===== config.mk =====
export PLATFORM = sky130hd
export DESIGN_NAME = svpwm_front
export DESIGN_NICKNAME = d
export VERILOG_FILES = /design/src/design/assert_macros.svh /design/src/design/svpwm_pkg.sv /design/src/design/svpwm_front.sv
export SDC_FILE = /design/constraint.sdc
export NUM_CORES = 1
export LEC_CHECK = 0
export BUFFER_PORTS_ARGS = -buffer_cell sky130_fd_sc_hd__buf_4
export CAP_MARGIN = 10
export CELL_PAD_IN_SITES_DETAIL_PLACEMENT = 0
export CELL_PAD_IN_SITES_GLOBAL_PLACEMENT = 1
export CORE_ASPECT_RATIO = 1.1
export CORE_MARGIN = 2
export CORE_UTILIZATION = 49
export CTS_BUF_LIST = sky130_fd_sc_hd__clkbuf_8
export CTS_CLUSTER_DIAMETER = 100
export DETAILED_ROUTE_END_ITERATION = 7
export GPL_ROUTABILITY_DRIVEN = 0
export PLACE_DENSITY = 0.86
export SYNTH_ARGS = -nofsm -noshare
export SYNTH_HDL_FRONTEND = slang
export SYNTH_SLANG_ARGS = --single-unit

===== constraint.sdc =====
create_clock -name clk -period 9.75 [get_ports clk]
set_clock_uncertainty 0.1 [all_clocks]
set_input_delay 0.975 -clock clk [delete_from_list [all_inputs] [get_ports clk]]
set_output_delay 0.975 -clock clk [all_outputs]
set_load 0.005 [all_outputs]

===== src/design/assert_macros.svh =====
// assertion macros shared by the rtl, empty when SYNTH is defined
`ifndef ASSERT_MACROS_SVH
`define ASSERT_MACROS_SVH
`ifndef SYNTH
`define ASSERT_IMPLIES(label, ante, cons, msg) \
    label: assert property (@(posedge clk) disable iff (!rst_n) (ante) |-> (cons)) \
        else $error(msg);
`define ASSERT_NEVER(label, cond, msg) \
    label: assert property (@(posedge clk) disable iff (!rst_n) !(cond)) \
        else $error(msg);
`else
`define ASSERT_IMPLIES(label, ante, cons, msg)
`define ASSERT_NEVER(label, cond, msg)
`endif
`endif


===== src/design/svpwm_pkg.sv =====
// types, constants and sector codes of the svpwm duty calculator
package svpwm_pkg;

    localparam int DUTY_WIDTH      = 16;
    localparam int FRAC_BITS       = 15;
    localparam int VOLT_W          = 16;
    localparam int PERIOD_W        = 16;
    localparam int OUT_W           = 16;
    localparam int UNIT_LOG        = FRAC_BITS + 16;
    localparam int U_W             = 34;
    localparam int TIME_W          = 32;
    localparam int SUM_W           = TIME_W + 1;
    localparam int QUO_W           = UNIT_LOG + 1;
    localparam int TWICE_W         = UNIT_LOG + 2;
    localparam int JOB_QUEUE_DEPTH = 4;

    // half a period in internal time units
    localparam logic [UNIT_LOG:0] UNIT = {1'b1, {UNIT_LOG{1'b0}}};

    // sqrt(3)/2 in q0.16
    localparam logic signed [16:0] SQRT3_HALF_Q16 = 17'sd56756;

    localparam logic [PERIOD_W-1:0] PERIOD_RESET = 16'd1000;

    typedef logic [2:0] sector_t;

    // sign codes u1 + 2*u2 + 4*u3
    localparam sector_t SEC_ZERO = 3'd0;
    localparam sector_t SEC_1    = 3'd1;
    localparam sector_t SEC_2    = 3'd2;
    localparam sector_t SEC_3    = 3'd3;
    localparam sector_t SEC_4    = 3'd4;
    localparam sector_t SEC_5    = 3'd5;
    localparam sector_t SEC_6    = 3'd6;
    localparam sector_t SEC_ALL  = 3'd7;

    typedef struct packed {
        logic signed [VOLT_W-1:0] alpha_volt;
        logic signed [VOLT_W-1:0] beta_volt;
    } svpwm_vec_t;

    typedef struct packed {
        logic [OUT_W-1:0] duty_a;
        logic [OUT_W-1:0] duty_b;
        logic [OUT_W-1:0] duty_c;
        logic [2:0]       sector_code;
        logic             overmodulated;
    } svpwm_duty_t;

    // classified item handed from front to back
    typedef struct packed {
        sector_t           code;
        logic              over;
        logic [TIME_W-1:0] tx;
        logic [TIME_W-1:0] ty;
        logic [SUM_W-1:0]  sum;
    } svpwm_job_t;

endpackage


===== src/design/svpwm_front.sv =====
// front: takes vectors, forms u1 u2 u3, finds the sector and active times
module svpwm_front
    import svpwm_pkg::*;
(
    input  logic       clk,
    input  logic       rst_n,
    input  logic       push,
    output logic       full,
    input  svpwm_vec_t vec,
    input  logic       q_full,
    output logic       q_push,
    output svpwm_job_t job
);

    svpwm_vec_t               vec_reg;
    logic                     s1_valid_reg;
    logic signed [U_W-1:0]    u1_reg;
    logic signed [U_W-1:0]    u2_reg;
    logic signed [U_W-1:0]    u3_reg;
    logic                     s2_valid_reg;

    logic                     adv1;
    logic                     adv2;
    logic signed [32:0]       prod;
    logic signed [U_W-1:0]    b_ext;
    logic signed [U_W-1:0]    u1_next;
    logic signed [U_W-1:0]    u2_next;
    logic signed [U_W-1:0]    u3_next;
    logic signed [U_W-1:0]    tx_s;
    logic signed [U_W-1:0]    ty_s;
    sector_t                  code;
    logic [SUM_W-1:0]         sum;

    // stall control
    assign adv2   = !s2_valid_reg || !q_full;
    assign adv1   = !s1_valid_reg || adv2;
    assign full   = !adv1;
    assign q_push = s2_valid_reg && !q_full;

    // projections onto the three phase axes
    always_comb
    begin
        prod    = vec_reg.alpha_volt * SQRT3_HALF_Q16;
        b_ext   = U_W'(vec_reg.beta_volt);
        u1_next = b_ext <<< 16;
        u2_next = -U_W'(prod) - (b_ext <<< 15);
        u3_next = U_W'(prod) - (b_ext <<< 15);
    end

    // sector code and the two active times
    always_comb
    begin
        code[0] = !u1_reg[U_W-1] && (u1_reg != '0);
        code[1] = !u2_reg[U_W-1] && (u2_reg != '0);
        code[2] = !u3_reg[U_W-1] && (u3_reg != '0);
        unique case (code)
            SEC_5:
            begin
                tx_s = u3_reg;
                ty_s = u1_reg;
            end
            SEC_1:
            begin
                tx_s = -u3_reg;
                ty_s = -u2_reg;
            end
            SEC_3:
            begin
                tx_s = u1_reg;
                ty_s = u2_reg;
            end
            SEC_2:
            begin
                tx_s = -u1_reg;
                ty_s = -u3_reg;
            end
            SEC_6:
            begin
                tx_s = u2_reg;
                ty_s = u3_reg;
            end
            SEC_4:
            begin
                tx_s = -u2_reg;
                ty_s = -u1_reg;
            end
            default:
            begin
                tx_s = '0;
                ty_s = '0;
            end
        endcase
        job.code = code;
        job.tx   = tx_s[TIME_W-1:0];
        job.ty   = ty_s[TIME_W-1:0];
        sum      = SUM_W'(tx_s[TIME_W-1:0]) + SUM_W'(ty_s[TIME_W-1:0]);
        job.sum  = sum;
        job.over = (sum > SUM_W'(UNIT));
    end

    // valid bits
    always_ff @(posedge clk or negedge rst_n)
    begin
        if (!rst_n)
        begin
            s1_valid_reg <= 1'b0;
            s2_valid_reg <= 1'b0;
        end
        else
        begin
            if (adv1)
            begin
                s1_valid_reg <= push;
            end
            if (adv2)
            begin
                s2_valid_reg <= s1_valid_reg;
            end
        end
    end

    // payload stages
    always_ff @(posedge clk)
    begin
        if (adv1 && push)
        begin
            vec_reg <= vec;
        end
        if (adv2)
        begin
            u1_reg <= u1_next;
            u2_reg <= u2_next;
            u3_reg <= u3_next;
        end
    end

endmodule


# ---- Word-level counts from Yosys, hierarchy flattened
# Index checks and enable logic that the tools add are counted.
dict set report classes {
  order_cmp 1
  muxes 2
  n_mul 1
  reduce_logical 17
  addsub 7
  n_eq_ne 6
}
# cell count
set op_table {}
lappend op_table {{$pmux W32 S6} 2}
lappend op_table {{$reduce_bool A34 Y1} 3}
lappend op_table {{$neg A32 Y32} 3}
lappend op_table {{$neg A33 Y34} 1}
lappend op_table {{$sub A33 B31 Y34} 1}
lappend op_table {{$sub A34 B31 Y34} 1}
lappend op_table {{$add A32 B32 Y33} 1}
lappend op_table {{$gt A33 B32 Y1 const B} 1}
lappend op_table {{$mul A16 B15 Y31 const B} 1}
lappend op_table {{$eq A3 B3 Y1 const B} 3}
lappend op_table {{$logic_not A1 Y1} 7}
lappend op_table {{$eq A3 B2 Y1 const B} 2}
lappend op_table {{$logic_and A1 B1 Y1} 5}
lappend op_table {{$eq A3 B1 Y1 const B} 1}
lappend op_table {{$logic_or A1 B1 Y1} 2}
dict set report totals {
  out_inout_bits 103
  inputBits 36
  reg_bits 118
}

# ---- Longest topological paths before layout
dict set report logic_depth {
  ltp_word 6
  mapped_depth 33
  mapped_depth_nobuf 32
}

# ---- Worst setup path after synthesis
# OpenSTA, ideal clock, no wires.
dict set report synth_timing {
  kind {register -> register}
  from {register vec_reg[31] (netlist bit)}
  to {register u2_reg[30], data pin}
  setup_ps 258
  t_arrival_ps 7637
  required_time_ps 9392
  path_buffers 1
  path_stages_with_launch 31
  path_slack_ps 1755
  synth_period_minus_slack_ps 7995
  path_cell_list {edfxtp_1 ha_1 fa_1 inv_1 fa_1 fa_1 fa_1 inv_1 fa_1 inv_1 ha_1 a2111oi_0 nand3_1 a21oi_1 nor3_1 o41ai_1 nand2_1 a21oi_1 xnor2_1 ha_1 inv_1 ha_1 clkbuf_1 a21oi_1 inv_1 a21o_1 a21o_1 or3b_2 o21ai_0 a21oi_1 xnor2_1}
}
dict set report synth_between {
  elab_chain_len 3
}
# element line
set synth_rtl {}
lappend synth_rtl {{start: declaration} svpwm_front.sv:15} ;# svpwm_vec_t vec_reg;
lappend synth_rtl {{start signal: assignment} svpwm_front.sv:127} ;# vec_reg <= vec;
lappend synth_rtl {{$mul A16 B15 Y31} svpwm_front.sv:43} ;# prod = vec_reg.alpha_volt * SQRT3_HALF_Q16;
lappend synth_rtl {{$neg A33 Y34} svpwm_front.sv:46} ;# u2_next = -U_W'(prod) - (b_ext <<< 15);
lappend synth_rtl {{$sub A34 B31 Y34} svpwm_front.sv:46}
lappend synth_rtl {{via u2_next[30]} svpwm_front.sv:27} ;# logic signed [U_W-1:0] u2_next;
lappend synth_rtl {{end signal: assignment} svpwm_front.sv:132} ;# u2_reg <= u2_next;
lappend synth_rtl {{end: declaration} svpwm_front.sv:18} ;# logic signed [U_W-1:0] u2_reg;
# The timed path passes the listed nets, and every way through them passes these cells.
# A chain may end at the register's enable or synchronous reset.

# ---- Final worst setup path
# Same ends and word-level chain as after synthesis.

==> metrics list <==
- Each instance of the synthesized netlist takes up on average around 8.9 µm².
- The final max-slew violation count came to 0.
* Synth Cell Area: ~16,000 µm²
* Post-synthesis share of cell area spent on and, or, nand and nor gates: 12.5%
* Maximum number of buffers from clock root to sink: 2
* Final Util: a little over half
- In this run the vertical extent of the chip is roughly 200 µm.
- DR pass1 iterations: 5
- Final Non-Filler Cells: between 2,000 and 2,500
- The initial antenna violation count is 0.
* Number of buffers added by the clock tree synthesis step: 17
- Maximum number of pins on one net before global-route repair: 81
- Clock Tree Root: sky130_fd_sc_hd__clkbuf_8
- Top FF cell, synth: sky130_fd_sc_hd__edfxtp_1
- Rel. slew slack: between 30% and 40%
- First-pass GRT wire length: ~63,000 µm
- The floorplan step set the die width to roughly 180 µm.
- Flip-flop count of the largest register, all copies and words added: 32
- Outcome: complete, no violations
- Row generation in the floorplan step produced 70 rows.
- The worst path needs 8560 ps of the cycle, external delays included.
* Sequential area share after synthesis: 20.8%
- For this configuration, the core starts out at a cell density of 49.4%.
- DIE AREA: about 35,000 µm²
- For this run, the number of Yosys warnings is 0.
* Worst hold path class: primary input to asynchronous set/reset pin
* Area of the core: about 33,000 µm²
* Clock tree from TritonCTS: done
* RSZ-0062 raised after global routing: no
- In the routed layout, each cell is associated on average with a via count of between 5 and 6.
- Distinct cell type count after synthesis: 80
- Clock latency of the later-clocked register in the worst-skew pair: approximately 460 ps
- In this design, the stage delay of the slowest critical-path cell is roughly 550 ps.
- Derived from the worst setup path, the maximum achievable clock frequency is between 100 and 150 MHz.
- Global routing usage summed across all routing layers: 22.8%
- For this design the top-level I/O count stands at approximately 140.
- Final setup slack of the worst path: ~1200 ps
- Setup violations remaining at the end of the flow were counted as 0.
- The final hold violation count was 0.
- Share of the synthesized area in compound gates (AO/OA/AOI/OAI): roughly 18%
- Dividing the detail-routed wire length by the instance count gives around 16 µm.
- After clock tree synthesis, the setup repair step added 0 buffers.
- Number of buffers inserted by hold repair at cts: 0
* Slew at the pin closest to its max-slew limit: 981 ps
- After synthesis, the largest family of logic cells by area is adder cells.
- The final layout contains routed wiring with a total length of slightly below 40,000 µm.
- Number of enable flip-flop cells after synthesis: between 100 and 150
- Largest fanout on the critical path: 20
* Number of synthesized register bits: 113
- The detail route stage leaves a number of antenna-violating nets equal to 0.
- Gate count after technology mapping: about 1,800
* Number of antenna diodes: 0
* Class of the most critical setup path: flip-flop to flip-flop
- Of the cells placed in the final design, the portion with a size suffix greater than 1 is about a tenth.
- After routing, the total negative slack on setup checks comes to 0 ps.
* Number of cells upsized or downsized after cts: 0
- Worst reg-to-reg setup slack: 1190 ps
- After Yosys synthesis, full adders, half adders and majority gates account for a little under a third of the synthesized area.
- Counting every sink on the clock net gives about 110.
* Parity-gate share of the synthesized area counting xor and xnor cells: a little under a tenth
- Number of global-route vias before repair: approximately 13,000
* Number of cells after detailed placement: 2,361
* Clock-pin slew of the registers on the worst-case setup and hold paths: approximately 80 ps
- Critical Path Source Type: flip-flop
* Multiplexer fraction of the synthesized cell area: 0.307%
- H-tree depth reported by CTS: 4
- Async SR Flop Fraction: 1.77%
* Area growth from synthesis to layout: 11.2%
- Final net count: about 2,300
- In the routed design, unresolved DRC markers number 0.
- Final clock period utilization by the worst path: between 80 and 90%
- IO Port Bufs: 132
- Max-cap violations in this run came to 0.
- Max stage delay cell, worst path: sky130_fd_sc_hd__fa_1
- At the worst endpoint, the arrival time is between 8000 and 9000 ps.
- Via count: approximately 13,000
- The first routing iteration left around 820 violations.
- Total gr overflow: 0
- Worst setup slack after placement: roughly 1200 ps
* Total half-perimeter wirelength after legalization and detailed placement: 32,800 µm
* Required time worst endpoint: ~10000 ps
- STA classifies the critical path endpoint as a flip-flop.
-- layout by cell type, fill, tap and decap left out, types with 6 or more instances in the layout --
master,Yosys,layout
sky130_fd_sc_hd__xor2_1,71,71
sky130_fd_sc_hd__nor2_1,129,129
sky130_fd_sc_hd__nand3_1,32,32
sky130_fd_sc_hd__fa_1,120,120
sky130_fd_sc_hd__and2_1,10,9
sky130_fd_sc_hd__conb_1,1,6
sky130_fd_sc_hd__or4_1,8,8
sky130_fd_sc_hd__inv_1,314,314
sky130_fd_sc_hd__o221ai_1,8,8
sky130_fd_sc_hd__xnor2_1,106,106
sky130_fd_sc_hd__or2_2,6,6
sky130_fd_sc_hd__o41ai_1,6,6
sky130_fd_sc_hd__nor4_1,11,11
sky130_fd_sc_hd__a21o_1,43,43
sky130_fd_sc_hd__nand2_1,97,96
sky130_fd_sc_hd__nor3_1,35,35
sky130_fd_sc_hd__a221oi_1,11,11
sky130_fd_sc_hd__and3_1,8,8
sky130_fd_sc_hd__a31oi_1,23,23
sky130_fd_sc_hd__a21oi_1,112,112
sky130_fd_sc_hd__o211ai_1,7,7
sky130_fd_sc_hd__a211oi_1,17,17
sky130_fd_sc_hd__ha_1,206,206
sky130_fd_sc_hd__a2111oi_0,8,8
sky130_fd_sc_hd__o21ai_0,66,66
sky130_fd_sc_hd__clkbuf_8,0,18
sky130_fd_sc_hd__nand4_1,8,8
sky130_fd_sc_hd__o22ai_1,27,27
sky130_fd_sc_hd__o31ai_1,9,9
sky130_fd_sc_hd__edfxtp_1,111,111
sky130_fd_sc_hd__buf_4,7,141
sky130_fd_sc_hd__o21bai_1,16,16
sky130_fd_sc_hd__a311oi_1,7,7
sky130_fd_sc_hd__a221o_1,6,6
sky130_fd_sc_hd__or3_1,10,10
sky130_fd_sc_hd__nand2b_1,22,22
sky130_fd_sc_hd__nor2b_1,11,11
sky130_fd_sc_hd__o21a_1,15,15
-- path summary, 6_finish.rpt --
path,start,endpoint,cells past startpoint
worst min register to register,s1_valid_reg$_DFFE_PN0N_,s2_valid_reg$_DFFE_PN0P_,1
max in group asynchronous,rst_n,s1_valid_reg$_DFFE_PN0N_,1
worst max register to register,vec_reg[31]$_DFFE_PP_,u2_reg[30]$_DFFE_PP_,30
worst min-delay path,rst_n,s2_valid_reg$_DFFE_PN0P_,1
worst max-delay path,vec_reg[31]$_DFFE_PP_,u2_reg[30]$_DFFE_PP_,30
min in group clk,s1_valid_reg$_DFFE_PN0N_,s2_valid_reg$_DFFE_PN0P_,1
-- logic make-up after synthesis --
group                    after synthesis
flip-flops                           113
XOR/XNOR                             177
adder cells (fa/ha/maj)              326
AND/OR/NAND/NOR                      413
other                                  1
multiplexers                           5
AO/OA/AOI/OAI                        431
buffers and inverters                365
-- cell usage after synthesis, types with 13 or more instances --
master / n / area (µm²)
sky130_fd_sc_hd__xnor2_1: 106 / 928
sky130_fd_sc_hd__o21a_1: 15 / 113
sky130_fd_sc_hd__inv_1: 314 / 1180
sky130_fd_sc_hd__o21bai_1: 16 / 120
sky130_fd_sc_hd__edfxtp_1: 111 / 3330
sky130_fd_sc_hd__clkbuf_1: 26 / 97.6
sky130_fd_sc_hd__buf_2: 13 / 65.1
sky130_fd_sc_hd__nand3_1: 32 / 160
sky130_fd_sc_hd__a21oi_1: 112 / 561
sky130_fd_sc_hd__a211oi_1: 17 / 128
sky130_fd_sc_hd__nor2_1: 129 / 484
sky130_fd_sc_hd__nand2_1: 97 / 364
sky130_fd_sc_hd__o21ai_0: 66 / 330
sky130_fd_sc_hd__nand2b_1: 22 / 138
sky130_fd_sc_hd__a21o_1: 43 / 323
sky130_fd_sc_hd__xor2_1: 71 / 622
sky130_fd_sc_hd__a31oi_1: 23 / 144
sky130_fd_sc_hd__fa_1: 120 / 2400
sky130_fd_sc_hd__ha_1: 206 / 2580
sky130_fd_sc_hd__nor3_1: 35 / 175
sky130_fd_sc_hd__o22ai_1: 27 / 169
-- stage by stage --
step | hold WS (ps) | cell area (µm²)
6_report | 182 | 18100
5_1_grt | 151 | 18100
4_1_cts | 149 | 18100
3_5_place_dp | 354 | 17700
3_3_place_gp | 334 | 17700
2_1_floorplan | 326 | 16300
-- layer usage --
| layer | share of wire [%] | global-route usage (%) |
|---|---|---|
| met5 | 0 | 0 |
| met4 | 2.7 | 7.83 |
| met3 | 4.4 | 2.69 |
| met2 | 48 | 37.9 |
| met1 | 45 | 30.6 |
-- critical path: cells and delay by family, from the launching register on --
kind                     cells  cell delay (ps)
adder cells (fa/ha/maj)      9             4000
buffers and inverters        6              530
AND/OR/NAND/NOR              4              790
flip-flops                   1              360
AO/OA/AOI/OAI                9             2260
XOR/XNOR                     2              270
-- layout make-up --
class	instances	area (µm²)
Fill cell	3055	14900
Inverter	317	1190
Clock inverter	14	179
Timing Repair Buffer	141	1060
Sequential cell	113	3380
Clock buffer	18	248
Tap cell	432	541
Multi-Input combinational cell	1358	11500
Power is not shown: default switching activity piles up to over one toggle a cycle in this logic, so the estimate is an artifact.
