===== src/design/assert_macros.svh =====
// assertion macros shared by the rtl, empty when SYNTH is defined
`ifndef ASSERT_MACROS_SVH
`define ASSERT_MACROS_SVH
`ifndef SYNTH
`define ASSERT_IMPLIES(label, ante, cons, msg) \
    label: assert property (@(posedge clk) disable iff (!rst_n) (ante) |-> (cons)) \
        else $error(msg);
`define ASSERT_NEVER(label, cond, msg) \
    label: assert property (@(posedge clk) disable iff (!rst_n) !(cond)) \
        else $error(msg);
`else
`define ASSERT_IMPLIES(label, ante, cons, msg)
`define ASSERT_NEVER(label, cond, msg)
`endif
`endif


===== src/design/svpwm_pkg.sv =====
// types, constants and sector codes of the svpwm duty calculator
package svpwm_pkg;

    localparam int DUTY_WIDTH      = 16;
    localparam int FRAC_BITS       = 15;
    localparam int VOLT_W          = 16;
    localparam int PERIOD_W        = 16;
    localparam int OUT_W           = 16;
    localparam int UNIT_LOG        = FRAC_BITS + 16;
    localparam int U_W             = 34;
    localparam int TIME_W          = 32;
    localparam int SUM_W           = TIME_W + 1;
    localparam int QUO_W           = UNIT_LOG + 1;
    localparam int TWICE_W         = UNIT_LOG + 2;
    localparam int JOB_QUEUE_DEPTH = 4;

    // half a period in internal time units
    localparam logic [UNIT_LOG:0] UNIT = {1'b1, {UNIT_LOG{1'b0}}};

    // sqrt(3)/2 in q0.16
    localparam logic signed [16:0] SQRT3_HALF_Q16 = 17'sd56756;

    localparam logic [PERIOD_W-1:0] PERIOD_RESET = 16'd1000;

    typedef logic [2:0] sector_t;

    // sign codes u1 + 2*u2 + 4*u3
    localparam sector_t SEC_ZERO = 3'd0;
    localparam sector_t SEC_1    = 3'd1;
    localparam sector_t SEC_2    = 3'd2;
    localparam sector_t SEC_3    = 3'd3;
    localparam sector_t SEC_4    = 3'd4;
    localparam sector_t SEC_5    = 3'd5;
    localparam sector_t SEC_6    = 3'd6;
    localparam sector_t SEC_ALL  = 3'd7;

    typedef struct packed {
        logic signed [VOLT_W-1:0] alpha_volt;
        logic signed [VOLT_W-1:0] beta_volt;
    } svpwm_vec_t;

    typedef struct packed {
        logic [OUT_W-1:0] duty_a;
        logic [OUT_W-1:0] duty_b;
        logic [OUT_W-1:0] duty_c;
        logic [2:0]       sector_code;
        logic             overmodulated;
    } svpwm_duty_t;

    // classified item handed from front to back
    typedef struct packed {
        sector_t           code;
        logic              over;
        logic [TIME_W-1:0] tx;
        logic [TIME_W-1:0] ty;
        logic [SUM_W-1:0]  sum;
    } svpwm_job_t;

endpackage


===== src/design/svpwm_fifo.sv =====
// short job queue between the front and the back
module svpwm_fifo
    import svpwm_pkg::*;
#(
    parameter int DEPTH = JOB_QUEUE_DEPTH
) (
    input  logic       clk,
    input  logic       rst_n,
    input  logic       wr_en,
    input  svpwm_job_t wr_data,
    output logic       full,
    input  logic       rd_en,
    output svpwm_job_t rd_data,
    output logic       empty
);

    localparam int PTR_W = (DEPTH > 1) ? $clog2(DEPTH) : 1;
    localparam int CNT_W = $clog2(DEPTH + 1);
    localparam logic [PTR_W-1:0] PTR_LAST = PTR_W'(DEPTH - 1);

    svpwm_job_t        mem_reg [DEPTH];
    logic [PTR_W-1:0]  wr_ptr_reg;
    logic [PTR_W-1:0]  rd_ptr_reg;
    logic [CNT_W-1:0]  count_reg;
    logic              do_wr;
    logic              do_rd;

    assign full    = (count_reg == CNT_W'(DEPTH));
    assign empty   = (count_reg == '0);
    assign do_wr   = wr_en && !full;
    assign do_rd   = rd_en && !empty;
    assign rd_data = mem_reg[rd_ptr_reg];

    // pointers and fill count
    always_ff @(posedge clk or negedge rst_n)
    begin
        if (!rst_n)
        begin
            wr_ptr_reg <= '0;
            rd_ptr_reg <= '0;
            count_reg  <= '0;
        end
        else
        begin
            if (do_wr)
            begin
                wr_ptr_reg <= (wr_ptr_reg == PTR_LAST) ? '0 : wr_ptr_reg + 1'b1;
            end
            if (do_rd)
            begin
                rd_ptr_reg <= (rd_ptr_reg == PTR_LAST) ? '0 : rd_ptr_reg + 1'b1;
            end
            if (do_wr && !do_rd)
            begin
                count_reg <= count_reg + 1'b1;
            end
            else if (do_rd && !do_wr)
            begin
                count_reg <= count_reg - 1'b1;
            end
        end
    end

    // storage
    always_ff @(posedge clk)
    begin
        if (do_wr)
        begin
            mem_reg[wr_ptr_reg] <= wr_data;
        end
    end

endmodule


===== config.mk =====
export PLATFORM = sky130hd
export DESIGN_NAME = svpwm_fifo
export DESIGN_NICKNAME = d
export VERILOG_FILES = /design/src/design/assert_macros.svh /design/src/design/svpwm_pkg.sv /design/src/design/svpwm_fifo.sv
export SDC_FILE = /design/constraint.sdc
export NUM_CORES = 1
export LEC_CHECK = 0
export BUFFER_PORTS_ARGS = -buffer_cell sky130_fd_sc_hd__buf_4
export CELL_PAD_IN_SITES_DETAIL_PLACEMENT = 1
export CELL_PAD_IN_SITES_GLOBAL_PLACEMENT = 2
export CORE_UTILIZATION = 42
export CTS_BUF_LIST = sky130_fd_sc_hd__clkbuf_8
export DETAILED_ROUTE_END_ITERATION = 10
export GPL_ROUTABILITY_DRIVEN = 1
export PLACE_DENSITY = 0.84
export SETUP_SLACK_MARGIN = 0.3
export SLEW_MARGIN = 20
export SYNTH_ARGS = -nofsm -noshare
export SYNTH_HDL_FRONTEND = slang
export SYNTH_SLANG_ARGS = --single-unit

===== constraint.sdc =====
create_clock -name clk -period 5.1 [get_ports clk]
set_input_delay 0 -clock clk [delete_from_list [all_inputs] [get_ports clk]]
set_output_delay 0 -clock clk [all_outputs]
set_load 0.02 [all_outputs]

## Word-level counts from Yosys, hierarchy flattened

Memory sizes are Yosys's and may differ from the RTL's.
Cells that the tools add are included.

- Flip-flop bits (word level): 7
- RAM bits: 404
- Input port bits: 105
- Output and inout bits: 103
- Logic and storage cells: 27
- Memories kept: 1

- Add/sub/neg operators: 4
- Equality and inequality tests: 3
- Mux-type cells: 6
- Reduce and logical (&&, ||, !) cells: 10

Memories:

| memory | depth | bits a word | read ports | clocked after Yosys merged registers in | wr ports | RTL line | text |
|---|---|---|---|---|---|---|---|
| mem_reg | 4 | 101 | 1 | 0 | 1 | svpwm_fifo.sv:21 | `svpwm_job_t mem_reg [DEPTH];` |

Operators by type and width:

| cell | count |
|---|---|
| $mux W3 | 2 |
| $add A2 B1 Y2 const B | 2 |
| $eq A2 B2 Y1 const B | 2 |
| $logic_and A1 B1 Y1 | 4 |
| $logic_not A1 Y1 | 4 |
| $mux W2 | 2 |
| $add A3 B1 Y3 const B | 1 |
| $eq A3 B3 Y1 const B | 1 |
| $logic_not A3 Y1 | 1 |
| $sub A3 B1 Y3 const B | 1 |
| $mux W1 | 2 |
| $reduce_bool A2 Y1 | 1 |

## Depth between registers and ports, before layout

Gate-level depths: netlist of the first run.

- Depth in word-level cells: 7
- Mapped depth: 8
- Gate-level depth less buffers: 8

## Least setup slack after synthesis of the first run

Ideal clock, no wire load.

- Path kind: reg-to-reg
- Start point: register count_reg[2]
- End point: memory mem_reg[3][0] (netlist name), enable pin
- Library setup time: 0.564 ns
- Arrival time: 4.861 ns
- Slack: -0.325 ns
- Stages on the path, launching flop included: 3
- Buffers on the path: 0
- Clock period less this slack: 5.425 ns
- Path through: dfrtp_1 nor3b_2 nor2_1

- Cells in the longest elaborated chain, start to end: 5

Ends and longest elaborated chain:

| element | RTL line | text |
|---|---|---|
| start, declared | svpwm_fifo.sv:24 | `logic [CNT_W-1:0] count_reg;` |
| start signal, assigned | svpwm_fifo.sv:55 | `count_reg <= count_reg + 1'b1;` |
| start signal, assigned | svpwm_fifo.sv:59 | `count_reg <= count_reg - 1'b1;` |
| $eq A3 B3 Y1 | svpwm_fifo.sv:28 | `assign full = (count_reg == CNT_W'(DEPTH));` |
| via full | svpwm_fifo.sv:11 | `output logic full,` |
| $logic_not A1 Y1 | svpwm_fifo.sv:30 | `assign do_wr = wr_en && !full;` |
| $logic_and A1 B1 Y1 | svpwm_fifo.sv:30 |  |
| $mux W1 | svpwm_fifo.sv:67 | `if (do_wr)` |
| $mux W1 (implied by the code) | svpwm_fifo.sv:69 | `mem_reg[wr_ptr_reg] <= wr_data;` |
| end, declared | svpwm_fifo.sv:21 |  |

The timed path passes the listed nets, and every way through them passes these cells.

==> impl_metrics.toml, run 1 <==
[clocking]
hold_buffers = 105
htree_num_levels = 3
cts_setup_buffers = 0
cts_resized = 0
cts_buffer_depth = 3
cts_tree = "yes"
clock_latency_ns = 0.56
cts.clk_slew.worst_paths_ns = 0.06
cts.sinks = 411
cts_root_buffer = "clkbuf_8"
numCtsBuffers = 66

[global_routing]
antenna_found_initial = 1
grt_max_degree = 67
grt_pass1_wl_mm = 45.86
grt_pass1_vias = 8090
grt_usage = 0.1697
grt_overflow = 0

[setup_path]
criticalPathCategory = "reg2out"
crit_required_ns = 5.10
ff2ff_path_depth = 4
arrival_ns = 2.97
cp-end-kind = "output port"
cp-start-kind = "flop"
path_max_fanout = 59

[place]
dp.cells = 1220
post_dp_cell_area_sq_mm = 0.01709
port_buffers = 207
post-place-ws_ns = 2.437
place_congestion = 0.7057
hpwlAfterDp_mm = 17.55

[min_path]
holdPathStages = 2
worstHoldPathType = "in2reg"

[detailed_routing]
finalWirelength_mm = 30.70
ant_nets = 0
via_per_inst = 4.981
dr.pass1.iters = 4
drc = 0
via_count = 7162
drt_iter0_drc = 401
wl_per_cell_um = 21.35

[die]
die_y_um = 191.5
dieArea_sq_mm = 0.03668
start_util = 0.4252
ios = 208
num_rows = 69
die_x_um = 191.5
core_sq_mm = 0.03548

[sta]
min_period_over_period = 0.5818
skew_ns = 0.02783
setup-violations-final = 0
period_needed_ns = 2.967
fin_hold_ws_ns = 0.1841
rsz0062_at_grt = "no"
worst_slack_ns = 2.133
worst_pin_slew_ns = 1.010
setup_tns_ns = 0
hold_viol = 0
finalMaxSlewViolations = 0
max_freq_ghz = 0.3370
slew_headroom = 0.3267

[logic_synthesis]
synth_seq_cells = 411
syn_avg_cell_area_sq_um = 26.70
synth_area_sq_mm = 0.01509
ys_seq_area_frac = 0.8158
synthDistinctLibCells = 23
syn_inst = 565
syn_nets = 677
ys_warn_count = 0

[flow_run]
maxCapViolCount = 0

[layout]
fin_area_sq_mm = 0.01931
fillerInstances = 3140
num-nets-final = 1044
syn2layout_area_growth_pct = 27.98
drive_gt1_frac = 0.4191
layout.cells.non_filler = 1438
largest_reg_flops = 404

[power]
leakagePower_nw = 6.723
vdd_drop_max_v = 0.0003180
p_per_area_mw_per_mm2 = 566.5

[run_status]
status = "finished clean"
-- layout make-up --
class,instances,area (sq um),area share
Antenna cell,1,2.502,0.0001296
Clock buffer,71,977.2,0.05061
Clock inverter,41,191.4,0.009915
Inverter,3,11.26,0.0005832
Multi-Input combinational cell,128,2541,0.1316
Sequential cell,411,12310,0.6378
Tap cell,461,576.8,0.02987
Timing Repair Buffer,322,2693,0.1395
-- where the power goes --
group	leakage [nW]	internal (W)	switching (W)	total [W]
registers	3.78	0.00446	0.000371	0.00483
clock network	0.692	0.00133	0.00119	0.00252
logic	2.25	0.00168	0.00190	0.00358
total	6.72	0.00747	0.00347	0.0109
-- cell families (layout without fill, tap and decap cells) --
family / Yosys count / in the layout / share of synthesized area
adders and majority gates: 7 / 7 / 0.006303
muxes: 105 / 105 / 0.1538
AOI/OAI and AO/OA: 2 / 2 / 0.001327
and+or+nand+nor: 11 / 11 / 0.004313
DFF: 411 / 411 / 0.8158
xor gates and xnor gates: 3 / 3 / 0.001742
other: 0 / 1 / 0
buffers and inverters: 26 / 437 / 0.01675
-- cells in the final DEF (no fill, tap or decap), types with 2 or more instances in the layout --
| cell | synthesis | final |
|---|---|---|
| clkinv_1 | 0 | 10 |
| ha_1 | 6 | 6 |
| nor2_1 | 3 | 2 |
| buf_4 | 3 | 216 |
| clkbuf_8 | 0 | 71 |
| dlygate4sd3_1 | 0 | 105 |
| and2_4 | 0 | 3 |
| dfrtp_1 | 7 | 5 |
| inv_1 | 3 | 27 |
| edfxtp_1 | 404 | 404 |
| mux2_2 | 4 | 4 |
| dfrtp_4 | 0 | 2 |
| mux4_2 | 101 | 101 |
| xor2_1 | 2 | 2 |
| nor3_1 | 2 | 2 |
| clkinv_2 | 0 | 5 |
-- worst paths after layout --
kind / start / slack, ns / endpoint
hold / removal: wr_data[0] / 0.18 / mem_reg[1][0]
setup reg to reg: count_reg[2] / 2.52 / mem_reg[0][12]
max in group asynchronous: rst_n / 4.38 / rd_ptr_reg[0]
min in group asynchronous: rst_n / 0.44 / count_reg[0]
setup / recovery: rd_ptr_reg[0] / 2.13 / rd_data[60]
hold reg to reg: count_reg[2] / 0.54 / count_reg[2]
-- cells in the mapped netlist --
library cell	n	area share
xnor2_1	1	0.00058
buf_12	7	0.0093
and2_1	3	0.0012
o31ai_2	1	0.00083
buf_6	1	0.00075
buf_8	1	0.00099
nand2_1	1	0.00025
dfrtp_1	7	0.012
nor2b_2	1	0.00058
a21o_1	1	0.00050
clkbuf_1	2	0.00050
edfxtp_1	404	0.80
nor3_1	2	0.00066
mux4_2	101	0.15
fa_1	1	0.0013
ha_1	6	0.0050
nor2_1	3	0.00075
xor2_1	2	0.0012
inv_1	3	0.00075
buf_4	3	0.0015
buf_2	9	0.0030
nor3b_2	1	0.00083
mux2_2	4	0.0030
-- critical path, cell delays in order (launching register included) --
cell and delay, ns:
dfrtp_4 1.03, buf_12 0.47, mux4_2 0.61, buf_4 0.18
-- layer usage --
layer | global-route usage | part of all wire | vias to the layer above
met5 | 0 | 0 | -
met4 | 0.05464 | 0.015 | 0
met3 | 0.04645 | 0.055 | 46
met2 | 0.2914 | 0.51 | 211
met1 | 0.2078 | 0.42 | 3724
li1 | - | - | 3181
-- stage by stage --
step	power, W	utilization
5_1_grt	0.01146	0.5441
3_5_place_dp	0.008512	0.4815
3_3_place_gp	0.008456	0.4815
6_report	0.01094	0.5441
2_1_floorplan	0.007172	-
4_1_cts	0.01114	0.5441
No activity file was read; power rests on OpenSTA's default activity.
==> run 2, diff against run 1 <==
CORE_UTILIZATION = 45   (was 42)
PLACE_DENSITY = 0.86   (was 0.84)
clock period = 2.8 ns   (was 5.1 ns; I/O delays follow)
==> run 2 against run 1 <==
Utilization rose by 5.8 points. Highest routed layer unchanged. Sequential share of layout area is 1.4 points lower. Critical path type unchanged. Critical endpoint is now rd_data[89]. Combinational power up 100%. Hold slack worse by 0.034 ns. Sequential power is 78% higher.
==> impl_metrics.toml, run 2 (synthesized netlist as in run 1, its figures left out) <==
[layout]
drive_gt1_frac = 0.4345
num-nets-final = 1057
final_cell_mix = "edfxtp_1, buf_4, dlygate4sd3_1"
largest_reg_flops = 404
layout.cells.non_filler = 1436
layout_commonest_cell = "edfxtp_1"
syn2layout_area_growth_pct = 30.91

[clocking]
clock_latency_ns = 0.59
cts_root_buffer = "clkbuf_8"
numCtsBuffers = 70
htree_num_levels = 3
cts_buffer_depth = 3
cts.sinks = 411
cts_tree = "yes"
cts.clk_slew.worst_paths_ns = 0.05

[global_routing]
met2_usage = 0.3308
grt_busiest_layer = "met2"
grt_overflow = 0
antenna_found_initial = 2
grt_pass1_vias = 8390
grt_pass1_wl_mm = 48.74
grt_util_met3 = 0.04719
grt_usage = 0.1966
met1_usage = 0.2485
grt_max_degree = 52

[setup_path]
crit_required_ns = 2.80
ff2ff_setup_slack_ns = 0.63
worstReg2RegEnd = "count_reg[2]"
ff2ff_path_depth = 7
r2r_start = "count_reg[0]"
cp-end-kind = "output port"
path_max_fanout = 26
cp-start-kind = "flop"
criticalPathCategory = "reg2out"
arrival_ns = 2.30

[detailed_routing]
ant_nets = 0
via_count = 7372
via_per_inst = 5.134
wl_per_cell_um = 22.99
drc = 0
drt_iter0_drc = 463
finalWirelength_mm = 33.01
dr.pass1.iters = 4

[die]
die_x_um = 185.1
core_sq_mm = 0.03278
start_util = 0.4602
num_rows = 66
ios = 208
dieArea_sq_mm = 0.03426
die_y_um = 185.1

[sta]
period_needed_ns = 2.299
rsz0062_at_grt = "no"
min_period_over_period = 0.8209
max_freq_ghz = 0.4351
slew_headroom = 0.5748
setup_tns_ns = 0
skew_ns = 0.03264
finalMaxSlewViolations = 0
setup-violations-final = 0
worst_pin_slew_ns = 0.6363
hold_viol = 0

[power]
vdd_drop_max_v = 0.0006700
p_per_area_mw_per_mm2 = 1068
leakagePower_nw = 6.896

[min_path]
worstHoldPathType = "in2reg"
hp-start = "wr_data[77]"
hold_end = "mem_reg[3][77]"
holdPathStages = 2

[place]
place_congestion = 0.7463
dp.cells = 1208
hpwlAfterDp_mm = 20.01
port_buffers = 207

[run_status]
status = "finished clean"

[flow_run]
maxCapViolCount = 0
## run 2: worst max-delay path by stage
stage                  start            end  slack (ns)  cells past startpoint
5_1_grt        rd_ptr_reg[0]     rd_data[8]        0.35                      3
3_3_place_gp    count_reg[0]   count_reg[2]        0.76                      7
3_5_place_dp    count_reg[0]   count_reg[2]        0.63                      7
6_report       rd_ptr_reg[0]    rd_data[89]        0.50                      3
4_1_cts        rd_ptr_reg[1]    rd_data[38]        0.33                      3
2_1_floorplan  wr_ptr_reg[0]  mem_reg[3][0]        0.25                      3
## run 2: layer usage
metal  vias to the layer above  share of wire
met5                         -              0
met4                         0          0.021
met2                       244           0.52
li1                       3210              -
met1                      3874           0.41
met3                        44          0.054
## run 2: cell type report
class,instances,area [sq um]
tap,442,553.0
antenna,2,5.005
multi-input combinational,128,2552
inverter,3,11.26
timing repair buffer,331,2955
clock buffer,73,1005
fill,2787,13040
clock inverter,46,352.8
sequential,411,12310
## run 2: power by group
group | total (W) | internal, W | switching, W
Clock | 0.00525 | 0.00296 | 0.00229
Sequential | 0.00860 | 0.00812 | 0.000480
Combinational | 0.00723 | 0.00336 | 0.00387
Total | 0.0211 | 0.0144 | 0.00664
## run 2: worst max-delay path, cell delays in order (launching register included)
cell and delay, ns:
dfrtp_4 0.66, buf_12 0.29, mux4_2 0.57, buf_4 0.18
## run 2: metrics by stage
step / instance area, sq um / hold WS, ns / total power (W) / setup slack (ns) / utilization
after floorplan: 15110 / -0.2956 / 0.01301 / 0.2486 / -
after global placement: 17290 / -0.1730 / 0.01564 / 0.7591 / 0.5273
after detailed placement: 17290 / -0.1746 / 0.01586 / 0.6348 / 0.5273
after CTS: 19720 / 0.09946 / 0.02134 / 0.3338 / 0.6016
after global routing: 19750 / 0.1119 / 0.02199 / 0.3519 / 0.6023
final: 19750 / 0.1497 / 0.02109 / 0.5015 / 0.6024
## run 2: timing repair
item                       in CTS  in global routing
setup buffers                   1                  1
hold endpoints to repair      430                  0
gates resized for setup         0                  0
gates cloned                    0                  0
setup endpoints to repair      46                  4
hold buffers                  105                  0
==> run 3, diff against run 2 <==
ABC_AREA = 1   (was unset)
CORE_UTILIZATION = 42   (was 45)
PLACE_DENSITY = 0.9   (was 0.86)
clock period = 2.3 ns   (was 2.8 ns; I/O delays follow)
==> run 3 against run 2 <==
Synthesized area rose by 9.7%. Cell area rose by 10%. Utilization fell by 4.0 points. Clock power rose by 12%. Combinational power rose by 74%. Sequential cell count did not move. Die area rose by 17%. Clock-buffer cell count did not move. Via count rose by 47%. Hold slack got worse by 0.012 ns. Critical endpoint is now rd_data[93]. Largest cell class unchanged.
==> impl_metrics.toml, run 3 <==
[layout]
drive_gt1_frac = 0.2204
num-nets-final = 1731
regArea_sq_mm = 0.01231
final_cell_mix = "edfxtp_1, nand2_1, inv_1"
layout_commonest_cell = "edfxtp_1"
utilization = 0.5627
fillerInstances = 3837
layout.cells.non_filler = 2189
multi_input_area_sq_mm = 0.002959
largest_reg_flops = 404
fin_area_sq_mm = 0.02180
syn2layout_area_growth_pct = 31.75

[die]
die_x_um = 200.5
num_rows = 72
die_y_um = 200.5
core_sq_mm = 0.03874
ios = 208
start_util = 0.4271
dieArea_sq_mm = 0.04019

[detailed_routing]
via_per_inst = 4.961
via_count = 10859
finalWirelength_mm = 42.90
wl_per_cell_um = 19.60
dr.pass1.iters = 5
drt_iter0_drc = 434
drc = 0
ant_nets = 0

[place]
post_dp_cell_area_sq_mm = 0.01869
place_congestion = 0.7570
hpwlAfterDp_mm = 23.21
port_buffers = 207
dp.cells = 1929

[clocking]
htree_num_levels = 3
cts_tree = "yes"
numCtsBuffers = 70
cts_root_buffer = "clkbuf_8"
cts.clk_slew.worst_paths_ns = 0.06
cts.sinks = 411
clock_latency_ns = 0.61
cts_buffer_depth = 3

[sta]
skew_ns = 0.02899
slew_headroom = 0.7217
hold_viol = 0
rsz0062_at_grt = "yes"
setup-violations-final = 0
fin_hold_ws_ns = 0.1372
min_period_over_period = 0.9082
worst_pin_slew_ns = 0.4174
max_freq_ghz = 0.4787
finalMaxSlewViolations = 0
period_needed_ns = 2.089
setup_tns_ns = 0

[power]
p_per_area_mw_per_mm2 = 1316
leakagePower_nw = 8.763
vdd_drop_max_v = 0.0008766

[global_routing]
grt_max_degree = 61
grt_pass1_vias = 11720
grt_overflow = 0
antenna_found_initial = 1
grt_pass1_wl_mm = 63.30
grt_usage = 0.2037

[logic_synthesis]
async_reset_ff_frac = 0.01703
syn_nets = 1351
yosys.area.top_type_share = 0.7333
ys.flop_type = "edfxtp_1"
yosysTopAreaCell = "edfxtp_1"
yosys.cell_count.top_type = "edfxtp_1"
synthDistinctLibCells = 17
synth_edf_count = 404
ys_warn_count = 0
syn_inst = 1239
syn_avg_cell_area_sq_um = 13.35
synth_area_sq_mm = 0.01654
ys_seq_area_frac = 0.7439
synthTopCellsByCount = "edfxtp_1, nand2_1, inv_1"
synth_seq_cells = 411
synth_area_leaders = "edfxtp_1, o211ai_1, nand2_1"

[flow_run]
maxCapViolCount = 0

[setup_path]
ff2ff_setup_slack_ns = 0.40
crit_required_ns = 2.30
worstReg2RegEnd = "count_reg[2]"
cp-end-kind = "output port"
r2r_start = "count_reg[2]"
arrival_ns = 2.09
path_max_fanout = 14
criticalPathCategory = "reg2out"
ff2ff_path_depth = 10
cp-start-kind = "flop"

[min_path]
hold_end = "mem_reg[0][81]"
hp-start = "wr_data[81]"
worstHoldPathType = "in2reg"
holdPathStages = 2

[run_status]
status = "finished clean"
[run 3: area by class of cell]
cell class | instances | share of cell area
diodes | 1 | 0.0001148
clock buffers | 73 | 0.04610
clock inverters | 50 | 0.01068
inverters | 218 | 0.03766
multi-input cells | 543 | 0.1358
flip-flops and latches | 411 | 0.5650
well taps | 518 | 0.02974
repair buffers | 375 | 0.1750
[run 3: report_power, final]
| group | leakage, nW | total, W | switching, W | internal (W) |
|---|---|---|---|---|
| clock network | 0.719 | 0.00587 | 0.00283 | 0.00304 |
| logic | 4.26 | 0.0126 | 0.00751 | 0.00508 |
| registers | 3.78 | 0.0102 | 0.000396 | 0.00983 |
[run 3: routing by layer]
metal | wire [um] | GRT usage | share of wire | vias up
met1 | 18140 | 0.2529 | 0.42 | 5432
met2 | 22100 | 0.3544 | 0.52 | 272
met3 | 1834 | 0.03896 | 0.043 | 58
met4 | 813 | 0.07415 | 0.019 | 0
li1 | - | - | - | 5097
met5 | 0 | 0 | 0 | -
[run 3: cell families after synthesis]
kind of cell | Yosys count | share of synthesized area
flip-flops | 411 | 0.7439
XOR/XNOR | 1 | 0.0005295
AND/OR/NAND/NOR | 332 | 0.07601
buffers and inverters | 285 | 0.08183
adder cells (fa/ha/maj) | 7 | 0.005748
AO/OA/AOI/OAI | 203 | 0.09197
[run 3: critical path, stage by stage, from the launching register on]
cell	delay, ns
dfrtp_4	0.50
buf_4	0.16
buf_4	0.15
buf_12	0.14
o211ai_1	0.18
nand2_1	0.17
buf_6	0.17
[run 3: timing repair]
action / CTS / global route
buffers inserted: 9 / 5
setup endpoints to repair: 93 / 121
endpoints found under the hold margin: 418 / 0
cloned: 4 / 13
pin swaps: 44 / 93
hold buffers: 105 / 0
resized for setup: 34 / 39
[run 3: how the worst max path moves through the flow]
stage	startpoint	slack, ns	depth (start not counted)	endpoint
after floorplan	count_reg[0]	-0.31	4	mem_reg[0][0]
after global placement	count_reg[0]	0.43	5	mem_reg[2][79]
after detailed placement	count_reg[1]	0.38	9	count_reg[1]
after CTS	rd_ptr_reg[0]	0.17	6	rd_data[6]
after global routing	rd_ptr_reg[0]	0.11	7	rd_data[20]
final	rd_ptr_reg[0]	0.21	6	rd_data[93]
[run 3: metrics by stage]
step	power, W	worst slack (ns)
after global routing	0.03019	0.1109
final	0.02869	0.2111
after global placement	0.02065	0.4334
after floorplan	0.01694	-0.3101
after CTS	0.02788	0.1722
after detailed placement	0.02100	0.3757
